===== src/rtl/wso_pkg.sv =====
package wso_pkg;

	localparam int DIAM_W    = 12;
	localparam int LOCKOUT_W = 16;
	localparam int TIME_W    = 32;
	localparam int PULSE_W   = 8;
	localparam int CIRC_W    = 22;
	localparam int PROD_W    = 30;
	localparam int DIST_W    = 22;
	localparam int NUMER_W   = 31;
	localparam int SPEED_W   = 16;
	localparam int TOTAL_W   = 40;
	localparam int PTOTAL_W  = 32;
	localparam int CFG_IDX_W = 2;
	localparam int CFG_DAT_W = 16;

	typedef logic [TIME_W-1:0]   time_t;
	typedef logic [DIST_W-1:0]   dist_t;
	typedef logic [SPEED_W-1:0]  speed_t;
	typedef logic [CIRC_W-1:0]   circ_t;
	typedef logic [PROD_W-1:0]   prod_t;
	typedef logic [PULSE_W-1:0]  pulse_t;

	localparam logic [CFG_IDX_W-1:0] REG_DIAMETER = 2'd0;
	localparam logic [CFG_IDX_W-1:0] REG_LOCKOUT  = 2'd1;

	localparam logic [DIAM_W-1:0]    DIAM_RESET    = 12'd0;
	localparam logic [LOCKOUT_W-1:0] LOCKOUT_RESET = 16'd30;

	// pi in Q8
	localparam logic [9:0]         PI_Q8       = 10'd804;
	localparam logic [8:0]         SPEED_SCALE = 9'd360;
	localparam logic [PROD_W-1:0]  ROUND_HALF  = 30'd128;
	localparam speed_t             SPEED_MAX   = 16'hFFFF;
	localparam pulse_t             PULSE_MAX   = 8'hFF;

endpackage


===== src/rtl/wso_in_if.sv =====
interface wso_in_if;
	logic                       valid;
	logic                       ready;
	logic                       kind;
	logic [wso_pkg::TIME_W-1:0] timestamp_ms;

	modport source(output valid, output kind, output timestamp_ms, input ready);
	modport sink(input valid, input kind, input timestamp_ms, output ready);
endinterface


===== src/rtl/wso_out_if.sv =====
interface wso_out_if;
	logic                         valid;
	logic                         ready;
	logic [wso_pkg::DIST_W-1:0]   interval_distance_mm;
	logic [wso_pkg::SPEED_W-1:0]  average_speed;
	logic [wso_pkg::TOTAL_W-1:0]  total_distance_mm;
	logic [wso_pkg::PTOTAL_W-1:0] total_pulses;
	logic                         speed_clipped;
	logic                         zero_interval;

	modport source(output valid, output interval_distance_mm, output average_speed,
		output total_distance_mm, output total_pulses, output speed_clipped,
		output zero_interval, input ready);
	modport sink(input valid, input interval_distance_mm, input average_speed,
		input total_distance_mm, input total_pulses, input speed_clipped,
		input zero_interval, output ready);
endinterface


===== src/rtl/wso_cfg_if.sv =====
interface wso_cfg_if;
	logic                          valid;
	logic                          ready;
	logic [wso_pkg::CFG_IDX_W-1:0] index;
	logic [wso_pkg::CFG_DAT_W-1:0] data;

	modport source(output valid, output index, output data, input ready);
	modport sink(input valid, input index, input data, output ready);
endinterface


===== src/rtl/wso_serial_mult.sv =====
// Shift-add multiplier, one multiplier bit per cycle, MSB first.
module wso_serial_mult (
	input  logic                  clk,
	input  logic                  arst_n,
	input  logic                  start,
	input  wso_pkg::circ_t        multiplicand,
	input  wso_pkg::pulse_t       multiplier,
	output logic                  done,
	output wso_pkg::prod_t        product
);

	localparam int CNT_W = $clog2(wso_pkg::PULSE_W);

	wso_pkg::circ_t    a_q;
	wso_pkg::pulse_t   b_q;
	wso_pkg::prod_t    acc_q;
	logic [CNT_W-1:0]  cnt_q;
	logic              busy_q;
	logic              done_q;
	wso_pkg::prod_t    addend;

	assign addend  = b_q[wso_pkg::PULSE_W-1] ? wso_pkg::PROD_W'(a_q) : '0;
	assign done    = done_q;
	assign product = acc_q;

	always_ff @(posedge clk or negedge arst_n) begin
		if (!arst_n) begin
			busy_q <= 1'b0;
			done_q <= 1'b0;
			cnt_q  <= '0;
			acc_q  <= '0;
			a_q    <= '0;
			b_q    <= '0;
		end else begin
			done_q <= 1'b0;
			if (start) begin
				a_q    <= multiplicand;
				b_q    <= multiplier;
				acc_q  <= '0;
				cnt_q  <= CNT_W'(wso_pkg::PULSE_W - 1);
				busy_q <= 1'b1;
			end else if (busy_q) begin
				acc_q <= {acc_q[wso_pkg::PROD_W-2:0], 1'b0} + addend;
				b_q   <= {b_q[wso_pkg::PULSE_W-2:0], 1'b0};
				cnt_q <= cnt_q - 1'b1;
				if (cnt_q == '0) begin
					busy_q <= 1'b0;
					done_q <= 1'b1;
				end
			end
		end
	end

endmodule


===== src/rtl/wso_serial_div.sv =====
// Restoring divider, one quotient bit per cycle. The upper part of the
// dividend (rem_init) must already be below the divisor, so the quotient
// fits in SPEED_W bits.
module wso_serial_div (
	input  logic                       clk,
	input  logic                       arst_n,
	input  logic                       start,
	input  wso_pkg::time_t             rem_init,
	input  wso_pkg::speed_t            dividend_lo,
	input  wso_pkg::time_t             divisor,
	output logic                       done,
	output wso_pkg::speed_t            quotient
);

	localparam int CNT_W = $clog2(wso_pkg::SPEED_W);

	wso_pkg::time_t              rem_q;
	wso_pkg::time_t              div_q;
	wso_pkg::speed_t             shreg_q;
	logic [CNT_W-1:0]            cnt_q;
	logic                        busy_q;
	logic                        done_q;
	logic [wso_pkg::TIME_W:0]    trial;
	logic [wso_pkg::TIME_W:0]    diff;
	logic                        fits;

	assign trial    = {rem_q, shreg_q[wso_pkg::SPEED_W-1]};
	assign diff     = trial - {1'b0, div_q};
	assign fits     = trial >= {1'b0, div_q};
	assign done     = done_q;
	assign quotient = shreg_q;

	always_ff @(posedge clk or negedge arst_n) begin
		if (!arst_n) begin
			busy_q  <= 1'b0;
			done_q  <= 1'b0;
			cnt_q   <= '0;
			rem_q   <= '0;
			div_q   <= '0;
			shreg_q <= '0;
		end else begin
			done_q <= 1'b0;
			if (start) begin
				rem_q   <= rem_init;
				div_q   <= divisor;
				shreg_q <= dividend_lo;
				cnt_q   <= CNT_W'(wso_pkg::SPEED_W - 1);
				busy_q  <= 1'b1;
			end else if (busy_q) begin
				// dividend bits leave at the top, quotient bits enter at the bottom
				rem_q   <= fits ? diff[wso_pkg::TIME_W-1:0] : trial[wso_pkg::TIME_W-1:0];
				shreg_q <= {shreg_q[wso_pkg::SPEED_W-2:0], fits};
				cnt_q   <= cnt_q - 1'b1;
				if (cnt_q == '0) begin
					busy_q <= 1'b0;
					done_q <= 1'b1;
				end
			end
		end
	end

endmodule


===== src/rtl/wheel_speed_odometer.sv =====
// Wheel speed and odometer.
// Channels: items (sink) carries kind and timestamp_ms, kind 0 is a wheel
// sensor edge and kind 1 a sample request. results (source) carries one
// result per sample request. cfg (sink) writes wheel_diameter_mm (index 0)
// and lockout_ms (index 1); it is always ready, other indexes are ignored.
// An edge passes through S_EDGE, where the lockout is checked, and produces
// no result. A sample request runs an 8-step shift-add multiply for the
// distance, then two 16-step passes through the shared restoring divider
// (speed, then ring mean), the speed pass skipped when the elapsed time is
// zero or the speed clips. The next item is taken in the cycle after the
// result loads. One item is in work at a time.
// The result waits in an output register; while it waits, further items
// are taken, and a later sample holds in its final state until the
// register frees. A stalled receiver only stalls the next sample.
// Reset clears counts, totals, timestamps, the speed ring and the running
// ring sum, sets lockout_ms to 30 and the diameter to 0; items are taken
// from the first cycle after reset.
module wheel_speed_odometer #(
	parameter int AVERAGE_DEPTH = 3
) (
	input  logic      clk,
	input  logic      arst_n,
	wso_cfg_if.sink   cfg,
	wso_in_if.sink    items,
	wso_out_if.source results
);

	localparam int POS_W = (AVERAGE_DEPTH > 1) ? $clog2(AVERAGE_DEPTH) : 1;
	localparam int SUM_W = wso_pkg::SPEED_W + $clog2(AVERAGE_DEPTH);
	localparam logic [POS_W-1:0] POS_LAST = POS_W'(AVERAGE_DEPTH - 1);

	typedef enum logic [3:0] {
		S_IDLE, S_EDGE, S_LOAD, S_MULT, S_ROUND, S_SCALE, S_CHECK,
		S_DIV_SPD, S_RING, S_AVG_GO, S_DIV_AVG, S_OUT
	} state_t;

	state_t                           state_q;
	logic [wso_pkg::DIAM_W-1:0]       diameter_q;
	logic [wso_pkg::LOCKOUT_W-1:0]    lockout_q;
	wso_pkg::time_t                   ts_q;
	wso_pkg::pulse_t                  pulse_count_q;
	wso_pkg::time_t                   last_edge_q;
	wso_pkg::time_t                   last_sample_q;
	wso_pkg::time_t                   elapsed_q;
	wso_pkg::dist_t                   dist_q;
	logic [wso_pkg::NUMER_W-1:0]      numer_q;
	wso_pkg::speed_t                  speed_q;
	logic                             clipped_q;
	logic                             zero_q;
	wso_pkg::speed_t                  ring_q [AVERAGE_DEPTH];
	logic [POS_W-1:0]                 pos_q;
	logic [SUM_W-1:0]                 sum_q;
	logic [wso_pkg::TOTAL_W-1:0]      dist_total_q;
	logic [wso_pkg::PTOTAL_W-1:0]     pulse_total_q;
	logic                             out_valid_q;
	wso_pkg::dist_t                   out_dist_q;
	wso_pkg::speed_t                  out_avg_q;
	logic [wso_pkg::TOTAL_W-1:0]      out_total_q;
	logic [wso_pkg::PTOTAL_W-1:0]     out_pulses_q;
	logic                             out_clip_q;
	logic                             out_zero_q;

	logic                             in_xfer;
	logic                             out_xfer;
	logic                             out_free;
	wso_pkg::time_t                   gap;
	logic                             edge_ok;
	logic                             mult_start;
	logic                             mult_done;
	wso_pkg::circ_t                   circ;
	wso_pkg::prod_t                   product;
	wso_pkg::prod_t                   rounded;
	logic                             speed_sat;
	logic                             div_start;
	logic                             div_done;
	wso_pkg::time_t                   div_rem;
	wso_pkg::speed_t                  div_lo;
	wso_pkg::time_t                   div_den;
	wso_pkg::speed_t                  quotient;
	wso_pkg::time_t                   sum_ext;

	assign cfg.ready   = 1'b1;
	assign items.ready = (state_q == S_IDLE);
	assign in_xfer     = items.valid && items.ready;
	assign out_xfer    = out_valid_q && results.ready;
	assign out_free    = !out_valid_q || results.ready;

	assign gap     = ts_q - last_edge_q;
	assign edge_ok = (gap[wso_pkg::TIME_W-1:wso_pkg::LOCKOUT_W] != '0) ||
		(gap[wso_pkg::LOCKOUT_W-1:0] > lockout_q);

	assign circ       = wso_pkg::CIRC_W'(diameter_q) * wso_pkg::CIRC_W'(wso_pkg::PI_Q8);
	assign mult_start = (state_q == S_LOAD);
	assign rounded    = product + wso_pkg::ROUND_HALF;

	// quotient reaches 2^16 exactly when the top part is not below the divisor
	assign speed_sat = wso_pkg::TIME_W'(numer_q[wso_pkg::NUMER_W-1:wso_pkg::SPEED_W]) >= elapsed_q;
	assign sum_ext   = wso_pkg::TIME_W'(sum_q);

	always_comb begin
		div_start = 1'b0;
		div_rem   = wso_pkg::TIME_W'(numer_q[wso_pkg::NUMER_W-1:wso_pkg::SPEED_W]);
		div_lo    = numer_q[wso_pkg::SPEED_W-1:0];
		div_den   = elapsed_q;
		if (state_q == S_CHECK) begin
			div_start = (elapsed_q != '0) && !speed_sat;
		end else if (state_q == S_AVG_GO) begin
			div_start = 1'b1;
			div_rem   = sum_ext >> wso_pkg::SPEED_W;
			div_lo    = sum_ext[wso_pkg::SPEED_W-1:0];
			div_den   = wso_pkg::TIME_W'(AVERAGE_DEPTH);
		end
	end

	wso_serial_mult u_mult (
		.clk          (clk),
		.arst_n       (arst_n),
		.start        (mult_start),
		.multiplicand (circ),
		.multiplier   (pulse_count_q),
		.done         (mult_done),
		.product      (product)
	);

	wso_serial_div u_div (
		.clk         (clk),
		.arst_n      (arst_n),
		.start       (div_start),
		.rem_init    (div_rem),
		.dividend_lo (div_lo),
		.divisor     (div_den),
		.done        (div_done),
		.quotient    (quotient)
	);

	always_ff @(posedge clk or negedge arst_n) begin
		if (!arst_n) begin
			diameter_q <= wso_pkg::DIAM_RESET;
			lockout_q  <= wso_pkg::LOCKOUT_RESET;
		end else if (cfg.valid && cfg.ready) begin
			unique case (cfg.index)
				wso_pkg::REG_DIAMETER: diameter_q <= cfg.data[wso_pkg::DIAM_W-1:0];
				wso_pkg::REG_LOCKOUT:  lockout_q  <= cfg.data;
				default: ;
			endcase
		end
	end

	always_ff @(posedge clk or negedge arst_n) begin
		if (!arst_n) begin
			state_q       <= S_IDLE;
			ts_q          <= '0;
			pulse_count_q <= '0;
			last_edge_q   <= '0;
			last_sample_q <= '0;
			elapsed_q     <= '0;
			dist_q        <= '0;
			numer_q       <= '0;
			speed_q       <= '0;
			clipped_q     <= 1'b0;
			zero_q        <= 1'b0;
			for (int i = 0; i < AVERAGE_DEPTH; i++) ring_q[i] <= '0;
			pos_q         <= '0;
			sum_q         <= '0;
			dist_total_q  <= '0;
			pulse_total_q <= '0;
			out_valid_q   <= 1'b0;
			out_dist_q    <= '0;
			out_avg_q     <= '0;
			out_total_q   <= '0;
			out_pulses_q  <= '0;
			out_clip_q    <= 1'b0;
			out_zero_q    <= 1'b0;
		end else begin
			// in S_OUT a transfer frees the register and the next result loads it
			if (out_xfer && state_q != S_OUT) out_valid_q <= 1'b0;
			unique case (state_q)
				S_IDLE: begin
					if (in_xfer) begin
						ts_q    <= items.timestamp_ms;
						state_q <= items.kind ? S_LOAD : S_EDGE;
					end
				end
				S_EDGE: begin
					if (edge_ok) begin
						if (pulse_count_q != wso_pkg::PULSE_MAX)
							pulse_count_q <= pulse_count_q + 1'b1;
						last_edge_q <= ts_q;
					end
					state_q <= S_IDLE;
				end
				S_LOAD: begin
					// multiplier latches the pulse count this cycle
					elapsed_q     <= ts_q - last_sample_q;
					last_sample_q <= ts_q;
					pulse_total_q <= pulse_total_q + wso_pkg::PTOTAL_W'(pulse_count_q);
					pulse_count_q <= '0;
					state_q       <= S_MULT;
				end
				S_MULT: begin
					if (mult_done) state_q <= S_ROUND;
				end
				S_ROUND: begin
					dist_q  <= rounded[wso_pkg::PROD_W-1:8];
					state_q <= S_SCALE;
				end
				S_SCALE: begin
					numer_q <= wso_pkg::NUMER_W'(dist_q) *
						wso_pkg::NUMER_W'(wso_pkg::SPEED_SCALE);
					dist_total_q <= dist_total_q + wso_pkg::TOTAL_W'(dist_q);
					state_q      <= S_CHECK;
				end
				S_CHECK: begin
					zero_q    <= 1'b0;
					clipped_q <= 1'b0;
					priority if (elapsed_q == '0) begin
						speed_q <= '0;
						zero_q  <= 1'b1;
						state_q <= S_RING;
					end else if (speed_sat) begin
						speed_q   <= wso_pkg::SPEED_MAX;
						clipped_q <= 1'b1;
						state_q   <= S_RING;
					end else begin
						state_q <= S_DIV_SPD;
					end
				end
				S_DIV_SPD: begin
					if (div_done) begin
						speed_q <= quotient;
						state_q <= S_RING;
					end
				end
				S_RING: begin
					// keep the ring sum current instead of re-adding every entry
					ring_q[pos_q] <= speed_q;
					sum_q   <= sum_q - SUM_W'(ring_q[pos_q]) + SUM_W'(speed_q);
					pos_q   <= (pos_q == POS_LAST) ? '0 : pos_q + 1'b1;
					state_q <= S_AVG_GO;
				end
				S_AVG_GO: begin
					state_q <= S_DIV_AVG;
				end
				S_DIV_AVG: begin
					if (div_done) state_q <= S_OUT;
				end
				S_OUT: begin
					// hold until the output register frees
					if (out_free) begin
						out_valid_q  <= 1'b1;
						out_dist_q   <= dist_q;
						out_avg_q    <= quotient;
						out_total_q  <= dist_total_q;
						out_pulses_q <= pulse_total_q;
						out_clip_q   <= clipped_q;
						out_zero_q   <= zero_q;
						state_q      <= S_IDLE;
					end
				end
				default: state_q <= S_IDLE;
			endcase
		end
	end

	assign results.valid                = out_valid_q;
	assign results.interval_distance_mm = out_dist_q;
	assign results.average_speed        = out_avg_q;
	assign results.total_distance_mm    = out_total_q;
	assign results.total_pulses         = out_pulses_q;
	assign results.speed_clipped        = out_clip_q;
	assign results.zero_interval        = out_zero_q;

endmodule


===== src/flat_wrapper.sv =====
// flat-port wrapper written by rule: the top's interface ports become plain ports
module wheel_speed_odometer_flat 
#(
	parameter int AVERAGE_DEPTH = 3
)
  (clk, arst_n, cfg_valid, cfg_index, cfg_data, cfg_ready, items_valid, items_kind, items_timestamp_ms, items_ready, results_valid, results_interval_distance_mm, results_average_speed, results_total_distance_mm, results_total_pulses, results_speed_clipped, results_zero_interval, results_ready);
  wso_cfg_if cfg_i ();
  wso_in_if items_i ();
  wso_out_if results_i ();
  input  logic clk;
  input  logic arst_n;
  input wire logic [$bits(cfg_i.valid)-1:0] cfg_valid;
  input wire logic [$bits(cfg_i.index)-1:0] cfg_index;
  input wire logic [$bits(cfg_i.data)-1:0] cfg_data;
  output wire logic [$bits(cfg_i.ready)-1:0] cfg_ready;
  input wire logic [$bits(items_i.valid)-1:0] items_valid;
  input wire logic [$bits(items_i.kind)-1:0] items_kind;
  input wire logic [$bits(items_i.timestamp_ms)-1:0] items_timestamp_ms;
  output wire logic [$bits(items_i.ready)-1:0] items_ready;
  output wire logic [$bits(results_i.valid)-1:0] results_valid;
  output wire logic [$bits(results_i.interval_distance_mm)-1:0] results_interval_distance_mm;
  output wire logic [$bits(results_i.average_speed)-1:0] results_average_speed;
  output wire logic [$bits(results_i.total_distance_mm)-1:0] results_total_distance_mm;
  output wire logic [$bits(results_i.total_pulses)-1:0] results_total_pulses;
  output wire logic [$bits(results_i.speed_clipped)-1:0] results_speed_clipped;
  output wire logic [$bits(results_i.zero_interval)-1:0] results_zero_interval;
  input wire logic [$bits(results_i.ready)-1:0] results_ready;
  assign cfg_i.valid = cfg_valid;
  assign cfg_i.index = cfg_index;
  assign cfg_i.data = cfg_data;
  assign cfg_ready = cfg_i.ready;
  assign items_i.valid = items_valid;
  assign items_i.kind = items_kind;
  assign items_i.timestamp_ms = items_timestamp_ms;
  assign items_ready = items_i.ready;
  assign results_valid = results_i.valid;
  assign results_interval_distance_mm = results_i.interval_distance_mm;
  assign results_average_speed = results_i.average_speed;
  assign results_total_distance_mm = results_i.total_distance_mm;
  assign results_total_pulses = results_i.total_pulses;
  assign results_speed_clipped = results_i.speed_clipped;
  assign results_zero_interval = results_i.zero_interval;
  assign results_i.ready = results_ready;
  wheel_speed_odometer #(.AVERAGE_DEPTH(AVERAGE_DEPTH)) u_core (.clk(clk), .arst_n(arst_n), .cfg(cfg_i), .items(items_i), .results(results_i));
endmodule

===== config.mk =====
export PLATFORM = sky130hd
export DESIGN_NAME = wheel_speed_odometer_flat
export DESIGN_NICKNAME = d
export VERILOG_FILES = /design/src/rtl/wso_pkg.sv /design/src/rtl/wso_in_if.sv /design/src/rtl/wso_out_if.sv /design/src/rtl/wso_cfg_if.sv /design/src/rtl/wso_serial_mult.sv /design/src/rtl/wso_serial_div.sv /design/src/rtl/wheel_speed_odometer.sv /design/src/flat_wrapper.sv
export SDC_FILE = /design/constraint.sdc
export NUM_CORES = 2
export LEC_CHECK = 0
export BUFFER_PORTS_ARGS = -buffer_cell sky130_fd_sc_hd__buf_2
export CORE_MARGIN = 5
export CORE_UTILIZATION = 63
export DETAILED_ROUTE_END_ITERATION = 10
export GPL_TIMING_DRIVEN = 0
export PLACE_DENSITY = 0.81
export SLEW_MARGIN = 20
export SYNTH_ARGS = -nofsm -noshare
export SYNTH_HDL_FRONTEND = slang
export SYNTH_SLANG_ARGS = --single-unit

===== constraint.sdc =====
create_clock -name clk -period 6.24 [get_ports clk]
set_input_delay 0.312 -clock clk [delete_from_list [all_inputs] [get_ports clk]]
set_output_delay 0.312 -clock clk [all_outputs]
set_load 0.02 [all_outputs]

==> results.cfg <==
[synthesis]
syn_nets = 4551
ys.flop_type = dfrtp_1
yosys_warnings = 0
synth_enable_flop_cells = 0
avgSynthCellArea_um2 = 9.50
synth_cell_types = 83
syn_inst = 4116
synthArstFlopShare_pct = 100
synth-seq-area-share_pct = 40.7
ys_ff_latch = 636
netlist_area_um2 = 39100

[die]
fp.dieArea_um2 = 67200
initial_core_util_pct = 63.5
core_um2 = 61600
die_h_um = 259
die_x_um = 259
top_level_ports = 171
core.rowCount = 91

[timing]
slew_viol_final = 0
slew-limit-headroom_pct = 22.4
min_period_ns = 5.98
fin_ws_ns = 0.260
hold_violations = 0
fin_skew_ns = 0.0256
setup_viol = 0
fmax_mhz = 167
worstMarginPinSlew_ns = 1.16
rsz0062_at_grt = no
fin_crit_sh_pct = 95.8

[setup_path]
regToRegEndpoint = u_core.last_edge_q[31]
worst_path_max_delay_cell = or4_1
path_max_fanout = 8
path_cells = ha_1, nor2b_1, o31a_1, o221a_1, o41a_1, a21o_1, a21oi_1, xnor2_1, ha_1, nand4_1, nor2_1, a221o_1, o31a_1, a2111oi_2, o211ai_1, nor4_1, nand4_1, or4_1, buf_2, nand2_1, mux2_1
cp-startpoint = u_core.ts_q[1]
critical_path_buf_inv_count = 1
cp.required_ns = 6.72
crit_family = compound AO/OA/AOI/OAI gates
cpPeakStageDelay_ns = 0.50
rr_startpoint = u_core.ts_q[1]
path_depth = 21
ff2ff_path_depth = 21
crit_type = flip-flop to flip-flop
worstSetupEndpointType = flip-flop
r2r_setup_slack_ns = 0.26
crit_path_end = u_core.last_edge_q[31]
worstPathArrival_ns = 6.46
startpoint_type = flip-flop

[final_layout]
multiInputGateArea_um2 = 21100
n_antenna_cell = 0
final_cell_mix = dfrtp_1, nand2_1, inv_1
layout_commonest_cell = dfrtp_1
drive_above_1_share_pct = 12.3
fillers = 4479
area_growth_pct = 13.1
final_nets = 4854
ff_latch_area_um2 = 15900

[placement]
dp_hpwl_mm = 74.4
place.gp.congestion = 0.959
port_buffers = 169
pre_cts_ws_ns = 0.0928

[route]
via_per_inst = 5.94
ant_nets = 0
totalWireLength_mm = 102
dr.pass1.iters = 6
first_iter_violations = 2548
vias = 31500
route.detailed.drc = 0
wire_per_inst_um = 19.2

[grt]
grt_overflow = 0
antenna_found_initial = 1
grt_start_max_net_pins = 101
grt_pass1_wl_mm = 166
grt_pass1_vias = 32100
grt_usage_pct = 30.0

[clock_network]
cts_tree = yes
cts.htree.levels = 3
clock_sinks = 636
cts_root_buf = clkbuf_16
clock_latency_ns = 0.62
numCtsBuffers = 72
cts.clk_slew.worst_paths_ns = 0.06
clockBufferDepth = 3

[worst_hold_path]
hold_path.class = input port to flip-flop

[outcome]
status = finished, final reports clean

[flow_run]
cap_violations = 0
## layer usage
layer	global-route usage [%]	wire, um
met2	50.8	48600
met3	5.23	6930
met4	12.3	4780
met5	0	0
met1	38.7	41300
## stage by stage
| stage | instance area, um2 | utilization (%) | setup TNS (ns) | instances | hold slack [ns] |
|---|---|---|---|---|---|
| floorplan | 39100 | - | 0 | 4116 | 0.0164 |
| global placement | 41000 | 66.6 | -5210.31 | 5122 | 0.452 |
| detailed placement | 41300 | 67.0 | 0 | 5131 | 0.280 |
| CTS | 44200 | 71.7 | 0 | 5306 | 0.0613 |
| global route | 44200 | 71.8 | 0 | 5308 | 0.103 |
| finish | 44200 | 71.8 | 0 | 5308 | 0.103 |
## flip-flops by register name, indices dropped and copies added, names as in the netlist, 32 cells and up
register	flops
u_core.results.total_distance_mm	40
u_core.u_div.rem_q	32
u_core.dist_total_q	40
u_core.last_edge_q	32
u_core.u_div.div_q	32
u_core.elapsed_q	32
u_core.last_sample_q	32
u_core.ring_q	48
u_core.ts_q	32
u_core.pulse_total_q	32
u_core.results.total_pulses	32
## tightest hold or removal path: stages
cell	delay, ns
buf_2	0.07
nand2b_1	0.19
nand2_1	0.09
## cell usage after synthesis, types with 6 or more instances
cell | number | area share (%)
a2111oi_0 | 8 | 0.18
a211o_1 | 7 | 0.16
a211oi_1 | 29 | 0.56
a21boi_0 | 9 | 0.17
a21o_1 | 69 | 1.3
a21oi_1 | 229 | 2.9
a22oi_1 | 17 | 0.33
a31oi_1 | 24 | 0.38
a32oi_1 | 8 | 0.18
and2_1 | 41 | 0.66
and3_1 | 37 | 0.59
and4_1 | 6 | 0.13
buf_1 | 13 | 0.12
buf_2 | 17 | 0.22
clkbuf_1 | 134 | 1.3
dfrtp_1 | 632 | 40
fa_1 | 73 | 3.7
ha_1 | 306 | 9.8
inv_1 | 385 | 3.7
mux2_2 | 188 | 5.4
mux2i_1 | 86 | 2.2
nand2_1 | 424 | 4.1
nand2b_1 | 32 | 0.51
nand3_1 | 110 | 1.4
nand3b_1 | 7 | 0.13
nand4_1 | 34 | 0.54
nor2_1 | 244 | 2.3
nor2b_1 | 24 | 0.38
nor3_1 | 70 | 0.90
nor3b_1 | 12 | 0.23
nor4_1 | 25 | 0.40
o211ai_1 | 9 | 0.17
o21a_1 | 33 | 0.63
o21ai_0 | 327 | 4.2
o21ai_1 | 30 | 0.38
o21bai_1 | 17 | 0.33
o31ai_1 | 50 | 0.96
o41ai_1 | 6 | 0.13
or2_2 | 12 | 0.19
or3_1 | 18 | 0.29
xnor2_1 | 132 | 3.0
xor2_1 | 97 | 2.2
## worst min-delay path by stage
stage	start	endpoint	slack, ns	depth (start not counted)
after floorplan	arst_n	u_core.clipped_q	0.02	0
after global placement	u_core.u_mult.a_q[8]	u_core.u_mult.a_q[8]	0.45	2
after detailed placement	arst_n	u_core.u_mult.a_q[18]	0.28	1
after CTS	results_ready	u_core.results.valid	0.06	3
after global routing	results_ready	u_core.results.valid	0.10	3
final	results_ready	u_core.results.valid	0.10	3
## cell type report
cell class	instances	share of cell area (%)
Buffer	168	1.52
Clock buffer	95	4.61
Clock inverter	31	0.885
Inverter	385	3.27
Multi-Input combinational cell	2927	47.8
Sequential cell	636	36.0
Tap cell	837	2.37
Timing Repair Buffer	229	3.55
## what timing repair did
| item | in CTS | in global routing |
|---|---|---|
| setup endpoints to repair | 0 | 38 |
| endpoints found under the hold margin | 113 | 0 |
| resized for setup | 0 | 2 |
| setup buffers | 0 | 2 |
| hold buffers | 49 | 0 |
## kinds of logic after synthesis
logic type / count (synthesis) / share of synthesized area [%]
buf+inv: 553 / 5.41
mux: 275 / 7.64
compound gates: 930 / 14.4
other cells: 1 / 0.00959
flops: 636 / 40.7
fa+ha+maj: 379 / 13.5
simple gates: 1113 / 13.2
xor+xnor: 229 / 5.13
Power is left out: the tool's default activity adds up to more than one toggle a clock period on the data nets, which glitch-free logic cannot reach.
